<file path="config.mk">
export PLATFORM = sky130hd
export DESIGN_NAME = keyed_slot_table
export DESIGN_NICKNAME = d
export VERILOG_FILES = /design/src/rtl/kst_pkg.sv /design/src/rtl/keyed_slot_table.sv
export SDC_FILE = /design/constraint.sdc
export NUM_CORES = 2
export LEC_CHECK = 0
export BUFFER_PORTS_ARGS = -buffer_cell sky130_fd_sc_hd__buf_2
export CAP_MARGIN = 20
export CELL_PAD_IN_SITES_DETAIL_PLACEMENT = 1
export CELL_PAD_IN_SITES_GLOBAL_PLACEMENT = 2
export CORE_ASPECT_RATIO = 2
export CORE_MARGIN = 5
export CORE_UTILIZATION = 52
export DETAILED_ROUTE_END_ITERATION = 8
export GPL_TIMING_DRIVEN = 0
export PLACE_DENSITY_LB_ADDON = 0.1
export SLEW_MARGIN = 20
export SYNTH_ARGS = -nofsm -noshare
export SYNTH_HDL_FRONTEND = slang
export SYNTH_SLANG_ARGS = --single-unit
</file>
<file path="constraint.sdc">
create_clock -name i_clk -period 31.5 [get_ports i_clk]
set_input_delay 3.15 -clock i_clk [delete_from_list [all_inputs] [get_ports i_clk]]
set_output_delay 3.15 -clock i_clk [all_outputs]
set_load 0.02 [all_outputs]
</file>
<file path="src/rtl/kst_pkg.sv">
`timescale 1ns / 1ps
`default_nettype none
// ----------------------------------------------------------------------------
// kst_pkg
// Shared types and constants for the keyed slot table: operation and status
// codes, field widths and the layout of one stored slot.
// ----------------------------------------------------------------------------
package kst_pkg;

    localparam int SLOT_COUNT_DEF = 16;
    localparam int KEY_W          = 64;
    localparam int WORD_W         = 64;
    localparam int OP_W           = 3;
    localparam int STATUS_W       = 2;
    localparam int SLOT_OUT_W     = 4;

    typedef enum logic [OP_W-1:0] {
        OP_REGISTER     = 3'd0,
        OP_UNREGISTER   = 3'd1,
        OP_WRITE_FIRST  = 3'd2,
        OP_WRITE_SECOND = 3'd3,
        OP_READ_FIRST   = 3'd4,
        OP_READ_SECOND  = 3'd5
    } t_op;

    typedef enum logic [STATUS_W-1:0] {
        ST_OK        = 2'd0,
        ST_NOT_FOUND = 2'd1,
        ST_FULL      = 2'd2,
        ST_ZERO_KEY  = 2'd3
    } t_status;

    typedef struct packed {
        logic [KEY_W-1:0]  key;
        logic [WORD_W-1:0] first;
        logic [WORD_W-1:0] second;
    } t_row;

endpackage
`default_nettype wire

</file>
<file path="src/rtl/keyed_slot_table.sv">
`timescale 1ns / 1ps
`default_nettype none
// ----------------------------------------------------------------------------
// keyed_slot_table
// Fully associative table of 64-bit keys, each slot holding two payload words.
//
// Usage: a command beat on the slave side carries the operation in tuser and
// the key and payload word in tdata. Every command answers with exactly one
// beat on the master side (status, slot index, read word).
// A command with a nonzero key and a used operation walks the slot memory one
// slot a cycle through one shared key comparator, ending the walk at a hit; a
// zero key or an unused operation skips the walk. The result register loads
// in the action state once no earlier result beat is still held.
// One command is in work at a time; s_tready is high again in the cycle after
// the result is loaded, so a new command is never accepted before then.
// A stalled receiver holds the result beat; the next command is accepted and
// scanned meanwhile but waits before its update until the held beat is taken.
// Reset clears all slot valid bits at once, so every slot reads as empty and
// no clearing pass is needed; register zeroes both payload words of a slot.
// ----------------------------------------------------------------------------
module keyed_slot_table #(
    parameter int SLOT_COUNT = kst_pkg::SLOT_COUNT_DEF
) (
    input  wire logic         i_clk,
    input  wire logic         i_rst_n,
    input  wire logic         i_s_tvalid,
    output logic              o_s_tready,
    input  wire logic [127:0] i_s_tdata,   // entity_key[63:0], payload_word[127:64]
    input  wire logic [2:0]   i_s_tuser,   // operation[2:0]
    output logic              o_m_tvalid,
    input  wire logic         i_m_tready,
    output logic [71:0]       o_m_tdata    // status[1:0], slot_index[5:2],
                                           // read_word[69:6], zero[71:70]
);
    import kst_pkg::*;

    localparam int IW = (SLOT_COUNT > 1) ? $clog2(SLOT_COUNT) : 1;
    localparam logic [IW-1:0] LAST_SLOT = IW'(SLOT_COUNT - 1);

    typedef enum logic [1:0] {
        S_IDLE,
        S_SCAN,
        S_ACT
    } t_state;

    t_state                r_state, n_state;
    t_op                   r_op, n_op;
    logic [KEY_W-1:0]      r_key, n_key;
    logic [WORD_W-1:0]     r_word, n_word;
    logic                  r_trivial, n_trivial;
    t_status               r_status, n_status;
    logic [IW-1:0]         r_addr, n_addr;
    logic                  r_issue, n_issue;
    logic [IW-1:0]         r_cmp_idx, n_cmp_idx;
    logic                  r_cmp_vld, n_cmp_vld;
    logic                  r_found, n_found;
    logic [IW-1:0]         r_hit_idx, n_hit_idx;
    t_row                  r_hit_row, n_hit_row;
    logic                  r_empty_found, n_empty_found;
    logic [IW-1:0]         r_empty_idx, n_empty_idx;
    logic [SLOT_COUNT-1:0] r_valid, n_valid;
    logic                  r_out_valid, n_out_valid;
    t_status               r_out_status, n_out_status;
    logic [SLOT_OUT_W-1:0] r_out_slot, n_out_slot;
    logic [WORD_W-1:0]     r_out_word, n_out_word;

    t_row                  r_mem [SLOT_COUNT];
    t_row                  r_rd_row;

    logic                  w_mem_we;
    logic [IW-1:0]         w_mem_waddr;
    t_row                  w_mem_wdata;
    logic                  w_load;
    logic                  w_cmp_hit;
    logic [IW-1:0]         w_act_idx;
    t_status               w_res_status;
    logic [WORD_W-1:0]     w_res_word;
    logic [IW+SLOT_OUT_W-1:0] w_slot_ext;

    assign w_cmp_hit  = r_valid[r_cmp_idx] && (r_rd_row.key == r_key);
    assign w_slot_ext = {{SLOT_OUT_W{1'b0}}, w_act_idx};

    always_comb begin
        n_state       = r_state;
        n_op          = r_op;
        n_key         = r_key;
        n_word        = r_word;
        n_trivial     = r_trivial;
        n_status      = r_status;
        n_addr        = r_addr;
        n_issue       = r_issue;
        n_cmp_idx     = r_cmp_idx;
        n_cmp_vld     = r_cmp_vld;
        n_found       = r_found;
        n_hit_idx     = r_hit_idx;
        n_hit_row     = r_hit_row;
        n_empty_found = r_empty_found;
        n_empty_idx   = r_empty_idx;
        n_valid       = r_valid;
        n_out_valid   = r_out_valid && !i_m_tready;
        n_out_status  = r_out_status;
        n_out_slot    = r_out_slot;
        n_out_word    = r_out_word;
        w_mem_we      = 1'b0;
        w_mem_waddr   = r_hit_idx;
        w_mem_wdata   = r_hit_row;
        w_load        = 1'b0;
        w_act_idx     = r_hit_idx;
        w_res_status  = ST_OK;
        w_res_word    = '0;

        case (r_state)
            S_IDLE: begin
                if (i_s_tvalid) begin
                    n_op          = t_op'(i_s_tuser);
                    n_key         = i_s_tdata[63:0];
                    n_word        = i_s_tdata[127:64];
                    n_found       = 1'b0;
                    n_empty_found = 1'b0;
                    n_addr        = '0;
                    n_issue       = 1'b1;
                    n_cmp_vld     = 1'b0;
                    n_status      = ST_OK;
                    if (i_s_tuser > OP_READ_SECOND) begin
                        n_trivial = 1'b1;
                        n_state   = S_ACT;
                    end else if (i_s_tdata[63:0] == '0) begin
                        n_trivial = 1'b1;
                        n_status  = ST_ZERO_KEY;
                        n_state   = S_ACT;
                    end else begin
                        n_trivial = 1'b0;
                        n_state   = S_SCAN;
                    end
                end
            end
            S_SCAN: begin
                n_cmp_vld = r_issue;
                if (r_issue) begin
                    n_cmp_idx = r_addr;
                    if (r_addr == LAST_SLOT) begin
                        n_issue = 1'b0;
                    end else begin
                        n_addr = r_addr + 1'b1;
                    end
                end
                if (r_cmp_vld) begin
                    if (w_cmp_hit) begin
                        n_found   = 1'b1;
                        n_hit_idx = r_cmp_idx;
                        n_hit_row = r_rd_row;
                        n_issue   = 1'b0;
                        n_state   = S_ACT;
                    end else begin
                        if (!r_valid[r_cmp_idx] && !r_empty_found) begin
                            n_empty_found = 1'b1;
                            n_empty_idx   = r_cmp_idx;
                        end
                        if (r_cmp_idx == LAST_SLOT) begin
                            n_state = S_ACT;
                        end
                    end
                end
            end
            S_ACT: begin
                w_load = !r_out_valid || i_m_tready;
                if (r_trivial) begin
                    w_res_status = r_status;
                end else begin
                    case (r_op)
                        OP_REGISTER: begin
                            if (!r_found) begin
                                if (r_empty_found) begin
                                    w_act_idx   = r_empty_idx;
                                    w_mem_waddr = r_empty_idx;
                                    w_mem_wdata = '{key: r_key, first: '0, second: '0};
                                    w_mem_we    = w_load;
                                    if (w_load) begin
                                        n_valid[r_empty_idx] = 1'b1;
                                    end
                                end else begin
                                    w_res_status = ST_FULL;
                                end
                            end
                        end
                        OP_UNREGISTER: begin
                            if (!r_found) begin
                                w_res_status = ST_NOT_FOUND;
                            end else if (w_load) begin
                                n_valid[r_hit_idx] = 1'b0;
                            end
                        end
                        OP_WRITE_FIRST: begin
                            if (!r_found) begin
                                w_res_status = ST_NOT_FOUND;
                            end else begin
                                w_mem_wdata.first = r_word;
                                w_mem_we          = w_load;
                            end
                        end
                        OP_WRITE_SECOND: begin
                            if (!r_found) begin
                                w_res_status = ST_NOT_FOUND;
                            end else begin
                                w_mem_wdata.second = r_word;
                                w_mem_we           = w_load;
                            end
                        end
                        OP_READ_FIRST: begin
                            if (!r_found) begin
                                w_res_status = ST_NOT_FOUND;
                            end else begin
                                w_res_word = r_hit_row.first;
                            end
                        end
                        OP_READ_SECOND: begin
                            if (!r_found) begin
                                w_res_status = ST_NOT_FOUND;
                            end else begin
                                w_res_word = r_hit_row.second;
                            end
                        end
                        default: begin
                            w_res_status = ST_OK;
                        end
                    endcase
                end
                if (w_load) begin
                    n_out_valid  = 1'b1;
                    n_out_status = w_res_status;
                    n_out_word   = w_res_word;
                    n_out_slot   = (!r_trivial && w_res_status == ST_OK) ?
                                   w_slot_ext[SLOT_OUT_W-1:0] : '0;
                    n_state      = S_IDLE;
                end
            end
            default: begin
                n_state = S_IDLE;
            end
        endcase
    end

    always_ff @(posedge i_clk) begin
        if (!i_rst_n) begin
            r_state       <= S_IDLE;
            r_issue       <= 1'b0;
            r_cmp_vld     <= 1'b0;
            r_found       <= 1'b0;
            r_empty_found <= 1'b0;
            r_trivial     <= 1'b0;
            r_valid       <= '0;
            r_out_valid   <= 1'b0;
        end else begin
            r_state       <= n_state;
            r_issue       <= n_issue;
            r_cmp_vld     <= n_cmp_vld;
            r_found       <= n_found;
            r_empty_found <= n_empty_found;
            r_trivial     <= n_trivial;
            r_valid       <= n_valid;
            r_out_valid   <= n_out_valid;
        end
        r_op         <= n_op;
        r_key        <= n_key;
        r_word       <= n_word;
        r_status     <= n_status;
        r_addr       <= n_addr;
        r_cmp_idx    <= n_cmp_idx;
        r_hit_idx    <= n_hit_idx;
        r_hit_row    <= n_hit_row;
        r_empty_idx  <= n_empty_idx;
        r_out_status <= n_out_status;
        r_out_slot   <= n_out_slot;
        r_out_word   <= n_out_word;
    end

    always_ff @(posedge i_clk) begin
        if (w_mem_we) begin
            r_mem[w_mem_waddr] <= w_mem_wdata;
        end
        r_rd_row <= r_mem[r_addr];
    end

    assign o_s_tready = (r_state == S_IDLE);
    assign o_m_tvalid = r_out_valid;
    assign o_m_tdata  = {2'b00, r_out_word, r_out_slot, r_out_status};

    a_full_only_when_all_used: assert property (
        @(posedge i_clk) disable iff (!i_rst_n)
        (w_load && w_res_status == ST_FULL) |-> (&r_valid)
    ) else $error("table full reported with an empty slot left");

    a_register_sets_valid: assert property (
        @(posedge i_clk) disable iff (!i_rst_n)
        (w_load && !r_trivial && r_op == OP_REGISTER && w_res_status == ST_OK)
            |=> r_valid[$past(w_act_idx)]
    ) else $error("registered slot not marked valid");

    a_unregister_clears_valid: assert property (
        @(posedge i_clk) disable iff (!i_rst_n)
        (w_load && !r_trivial && r_op == OP_UNREGISTER && w_res_status == ST_OK)
            |=> !r_valid[$past(w_act_idx)]
    ) else $error("unregistered slot still valid");

    a_hit_on_valid_slot: assert property (
        @(posedge i_clk) disable iff (!i_rst_n)
        (r_state == S_ACT && !r_trivial && r_found) |-> r_valid[r_hit_idx]
    ) else $error("matched slot is not valid");

endmodule
`default_nettype wire
</file>
# Word level (Yosys, flattened, before mapping)
# Memory sizes are Yosys's and may differ from the RTL's. A register that Yosys moved wholly into a read port is not among the register bits.
# Cells that the tools add are included.
[word_totals]
memories = 1
register_bits = 435
inputBits = 135
ram_bits = 3072
output_inout_bits = 74
wordCells = 165
[op_classes]
bitwise_logic = 5
n_addsub = 1
reduce_logical = 31
n_eq_ne = 24
mux = 75
magnitude_cmp = 6
[mem_list]
columns = ["name", "words", "width", "rd", "rd_ports_with_merged_regs", "write_ports", "line", "text"]
rows = [
  ["r_mem", 16, 192, 1, 1, 1, "keyed_slot_table.sv:67", "t_row r_mem [SLOT_COUNT];"],
]
[ops]
columns = ["op", "count"]
rows = [
  ["192-bit 2-to-1 mux", 4],
  ["64-bit one-hot mux with 2 select lines", 3],
  ["64-bit 2-to-1 mux", 5],
  ["16-bit 2-to-1 mux", 5],
  ["64-bit equality test", 1],
  ["64-bit zero test", 1],
  ["4-bit 2-to-1 mux", 8],
  ["16-bit one-hot mux with 2 select lines", 1],
  ["1-bit 2-to-1 mux", 26],
  ["2-bit != test, second input constant", 13],
  ["2-bit 2-to-1 mux", 12],
  ["16-bit AND", 1],
  ["16-bit inverter", 1],
  ["16-bit bitwise OR", 1],
  ["4-bit AND reduction", 4],
  ["4-bit by 5-bit < comparator with 1-bit output, second input constant", 3],
  ["1-bit one-hot mux with 2 select lines", 5],
  ["1-bit demux with 4-bit select", 2],
  ["4-bit equality test, second input constant", 2],
  ["4-bit by 1-bit >= comparator with 1-bit output, second input constant", 2],
  ["4-bit one-hot mux with 2 select lines", 1],
  ["2-bit AND reduction", 4],
  ["8-bit AND reduction", 1],
  ["3-bit by 2-bit equality test with 1-bit output, second input constant", 2],
  ["other kinds (21)", 34],
]

# Depth between registers and ports, before layout
[depth]
depth_word = 9
mapped_depth = 9
depth_no_buf = 7

# Least setup slack after synthesis
# OpenSTA, ideal clock, no wires.
[synth_path]
path_kind = "input to register"
start = "in i_m_tready"
end = "mem r_mem[10][0] (netlist bit), enable pin"
setup_ns = 0.748
t_arrival_ns = 11.751
path_stages = 5
path_buffers = 0
slack_ns = 19.001
t_required_ns = 30.752
cell_sequence = "nor2b_1 -> nor3_4 -> nor2b_1 -> o21ai_0 -> nor2_1"
[synth_between]
elab_chain_len = 8
word_cells_on_any_way = 9
classes_between = "8 x mux; 1 x reduce/logical"
[synth_rtl]
columns = ["item", "line", "text"]
rows = [
  ["from (decl)", "keyed_slot_table.sv:31", "input wire logic i_m_tready,"],
  ["1-bit logical OR *", "keyed_slot_table.sv:166", "w_load = !r_out_valid || i_m_tready;"],
  ["1-bit 2-to-1 mux", "keyed_slot_table.sv:173", "if (r_empty_found) begin"],
  ["1-bit 2-to-1 mux", "keyed_slot_table.sv:172", "if (!r_found) begin"],
  ["1-bit one-hot mux with 2 select lines *", "keyed_slot_table.sv:170", "case (r_op)"],
  ["1-bit 2-to-1 mux *", "keyed_slot_table.sv:167", "if (r_trivial) begin"],
  ["1-bit 2-to-1 mux *", "keyed_slot_table.sv:112", "case (r_state)"],
  ["1-bit 2-to-1 mux *", "keyed_slot_table.sv:278", "if (w_mem_we) begin"],
  ["1-bit 2-to-1 mux (implied by the code) *", "keyed_slot_table.sv:279", "r_mem[w_mem_waddr] <= w_mem_wdata;"],
  ["to (decl)", "keyed_slot_table.sv:67", ""],
]
# Mark *: on every way between the ends. The rest lies on a longest branch, timed or not.

# Final worst setup path
[layout_path]
start = "in i_m_tready"
end = "mem r_mem[6][113] (netlist bit), enable pin"
# Same word-level chain as after synthesis.

==> out/qor.yml <==
outcome:
  outcome: "complete, no violations"
layout:
  syn2layout_area_growth_pct: 16.28
  final_common_cell: "edfxtp_1"
  drive_above_1_share: 0.2977
  layout.nets: 6866
  multi_input_area_sq_um: 27390
  post-route-util: 0.6079
  final_cell_area_sq_um: 159600
  fill_cells: 21150
  regArea_sq_um: 108900
  final_cell_mix: "edfxtp_1, mux4_2, nand2_1"
detailed_routing:
  vias: 67920
  wl_per_cell_microns: 39.21
  dr.first_iter.drc_count: 8149
  routed_wl_microns: 411000
  drc: 0
  ant_nets: 0
  viasPerCell: 6.479
  dr.pass1.iters: 6
sta:
  fmax_mhz: 177.8
  drv_slew: 0
  finalWorstPathRequiredPeriod_ps: 5625
  finalClockSkew_ps: 36.86
  finalSetupTns_ps: 0
  hold_viol_final: 0
  whs_ps: 395.2
  worst_slew_pin_slew_ps: 1207
  setup_viol: 0
  slew_headroom: 0.1953
  finalCritPeriodShare: 0.1786
  rsz0062_at_grt: "false"
cts:
  clockRootBuffer: "clkbuf_16"
  cts.clk_slew.worst_paths_ps: 70
  cts_hold_buf: 0
  numCtsBuffers: 324
  clk_path_buf_depth: 4
  cts_tree: "built"
  clkSinkCount: 3698
  cts.repair.resized: 0
  cts_setup_buffers: 0
  clk_latency_ps: 880
  cts_max_level: 5
floorplan:
  dieArea_sq_um: 275000
  start_util: 0.5228
  dieHeight_microns: 736.7
  rows: 266
  ios: 209
  core_sq_um: 262600
  die_w_microns: 373.3
critical_path:
  end_kind: "register"
  path_max_fanout: 15
  rrSetupSlack_ps: 26530
  regToRegStartpoint: "r_op[0]"
  crit-reg2reg-capture: "r_mem[6][113]"
  critPathLaunchType: "input port"
  path_class: "in -> reg"
  rr_worst_depth: 14
  worstPathArrival_ps: 6200
  cp.required_ps: 32080
power_and_ir_drop:
  total_power_mw: 10.27
  powerDensity_nw_per_um2: 64.31
  vdd_drop_max_uv: 58.68
  power_leakage_nw: 50.61
worst_hold_path:
  hold_class: "reg -> reg"
  hold_end: "r_hit_row[6]"
  holdPathStages: 0
  hp-start: "r_rd_row[6]"
synthesis:
  async_reset_ff_frac: 0
  synth_edf_count: 3482
  synthCells: 5931
  netlist_area_sq_um: 137300
  ys_types: 58
  synth_warnings: 0
  ys_seq_area_frac: 0.7931
  ys_seq_elements: 3698
  synth_flop_cell: "edfxtp_1"
  postSynthAreaPerCell_sq_um: 23.15
place:
  io_buffers: 206
  hpwl_microns: 285500
  routabilityCongestion: 0.8418
  place_area_sq_um: 148900
global_routing:
  grt_pass1_wl_microns: 576100
  grt_pass1_vias: 71480
  overflow: 0
  antenna_found_initial: 16
  grt.total_usage: 0.2998
  grt_max_degree: 58
job:
  drv_cap: 0
-- how the worst max path moves through the flow --
stage | cells after the start | slack (ps) | startpoint | endpoint
after detailed placement | 11 | 24880 | i_m_tready | r_mem[1][110]
final | 12 | 25880 | i_m_tready | r_mem[6][113]
after global placement | 6 | 5530 | i_m_tready | r_mem[10][110]
after CTS | 11 | 25840 | i_m_tready | r_mem[1][129]
after global routing | 12 | 25870 | i_m_tready | r_mem[6][117]
after floorplan | 5 | 19000 | i_m_tready | r_mem[10][0]
-- per-layer routing --
layer | GRT usage | wire [microns] | up-vias
li1 | - | - | 26630
met1 | 0.3906 | 150500 | 37210
met2 | 0.5170 | 211400 | 3380
met3 | 0.04160 | 28950 | 697
met4 | 0.1197 | 20130 | 2
met5 | 0 | 13 | -
-- stage by stage --
stage	instances	worst slack (ps)
after CTS	10470	25840
after floorplan	5932	19000
after global routing	10480	25870
after detailed placement	9887	24880
after global placement	9622	5529
final	10480	25880
-- where the power goes --
group	internal, mW	leakage, nW	switching, mW
clock	2.29	5.22	1.80
sequential	5.40	33.2	0.0626
combinational	0.309	12.2	0.403
total	8.00	50.6	2.27
-- state kept, by name, indices dropped and copies added, names as in the netlist, 4 cells and up --
signal,flops
r_word,64
r_mem,3072
r_hit_idx,4
r_empty_idx,4
r_key,64
r_rd_row,192
r_out_word,64
r_out_slot,4
r_valid,16
r_addr,4
r_hit_row,192
r_cmp_idx,4
-- synthesized netlist by cell type (all sizes together), types with 5 or more instances --
cell / count / share of area
a21boi: 15 / 0.00082
a21o: 19 / 0.0010
a21oi: 7 / 0.00026
a22o: 54 / 0.0034
a22oi: 65 / 0.0036
and2: 10 / 0.00046
buf: 96 / 0.0031
clkbuf: 209 / 0.0057
dfxtp: 216 / 0.031
edfxtp: 3482 / 0.76
mux2i: 7 / 0.00051
mux4: 964 / 0.16
nand2: 374 / 0.010
nand2b: 6 / 0.00027
nand3: 13 / 0.00047
nand3b: 6 / 0.00033
nand4: 16 / 0.00073
nor2: 110 / 0.0030
nor2b: 7 / 0.00032
nor3: 11 / 0.00048
nor3b: 7 / 0.00042
nor4: 38 / 0.0019
o211ai: 12 / 0.00066
o21ai: 25 / 0.00091
o221ai: 64 / 0.0041
o31ai: 5 / 0.00027
xnor2: 20 / 0.0013
xor2: 47 / 0.0030
-- cells by family after synthesis --
kind of cell	share of synthesized area
AO/OA/AOI/OAI	0.01538
XOR/XNOR	0.004274
adder cells (fa/ha/maj)	0.00009112
buffers and inverters	0.009004
flip-flops	0.7931
multiplexers	0.1587
other	0.00002731
AND/OR/NAND/NOR	0.01940
-- cell type report --
cell class | count | share of cell area
Clock buffer | 428 | 0.05622
Tap cell | 3484 | 0.02731
Multi-Input combinational cell | 1924 | 0.1716
Clock inverter | 158 | 0.01070
Inverter | 5 | 0.0001646
Buffer | 305 | 0.008293
Sequential cell | 3698 | 0.6821
Timing Repair Buffer | 472 | 0.04353
Antenna cell | 8 | 0.0001254
-- critical path, stage by stage --
cell	delay, ps
buf_2	80
nor2b_1	80
nor3_4	150
nor2b_1	420
nand2_1	360
nor2_4	620
buf_16	250
buf_12	200
buf_12	200
buf_12	210
buf_12	200
buf_16	170
(Power assumes the default switching activity.)
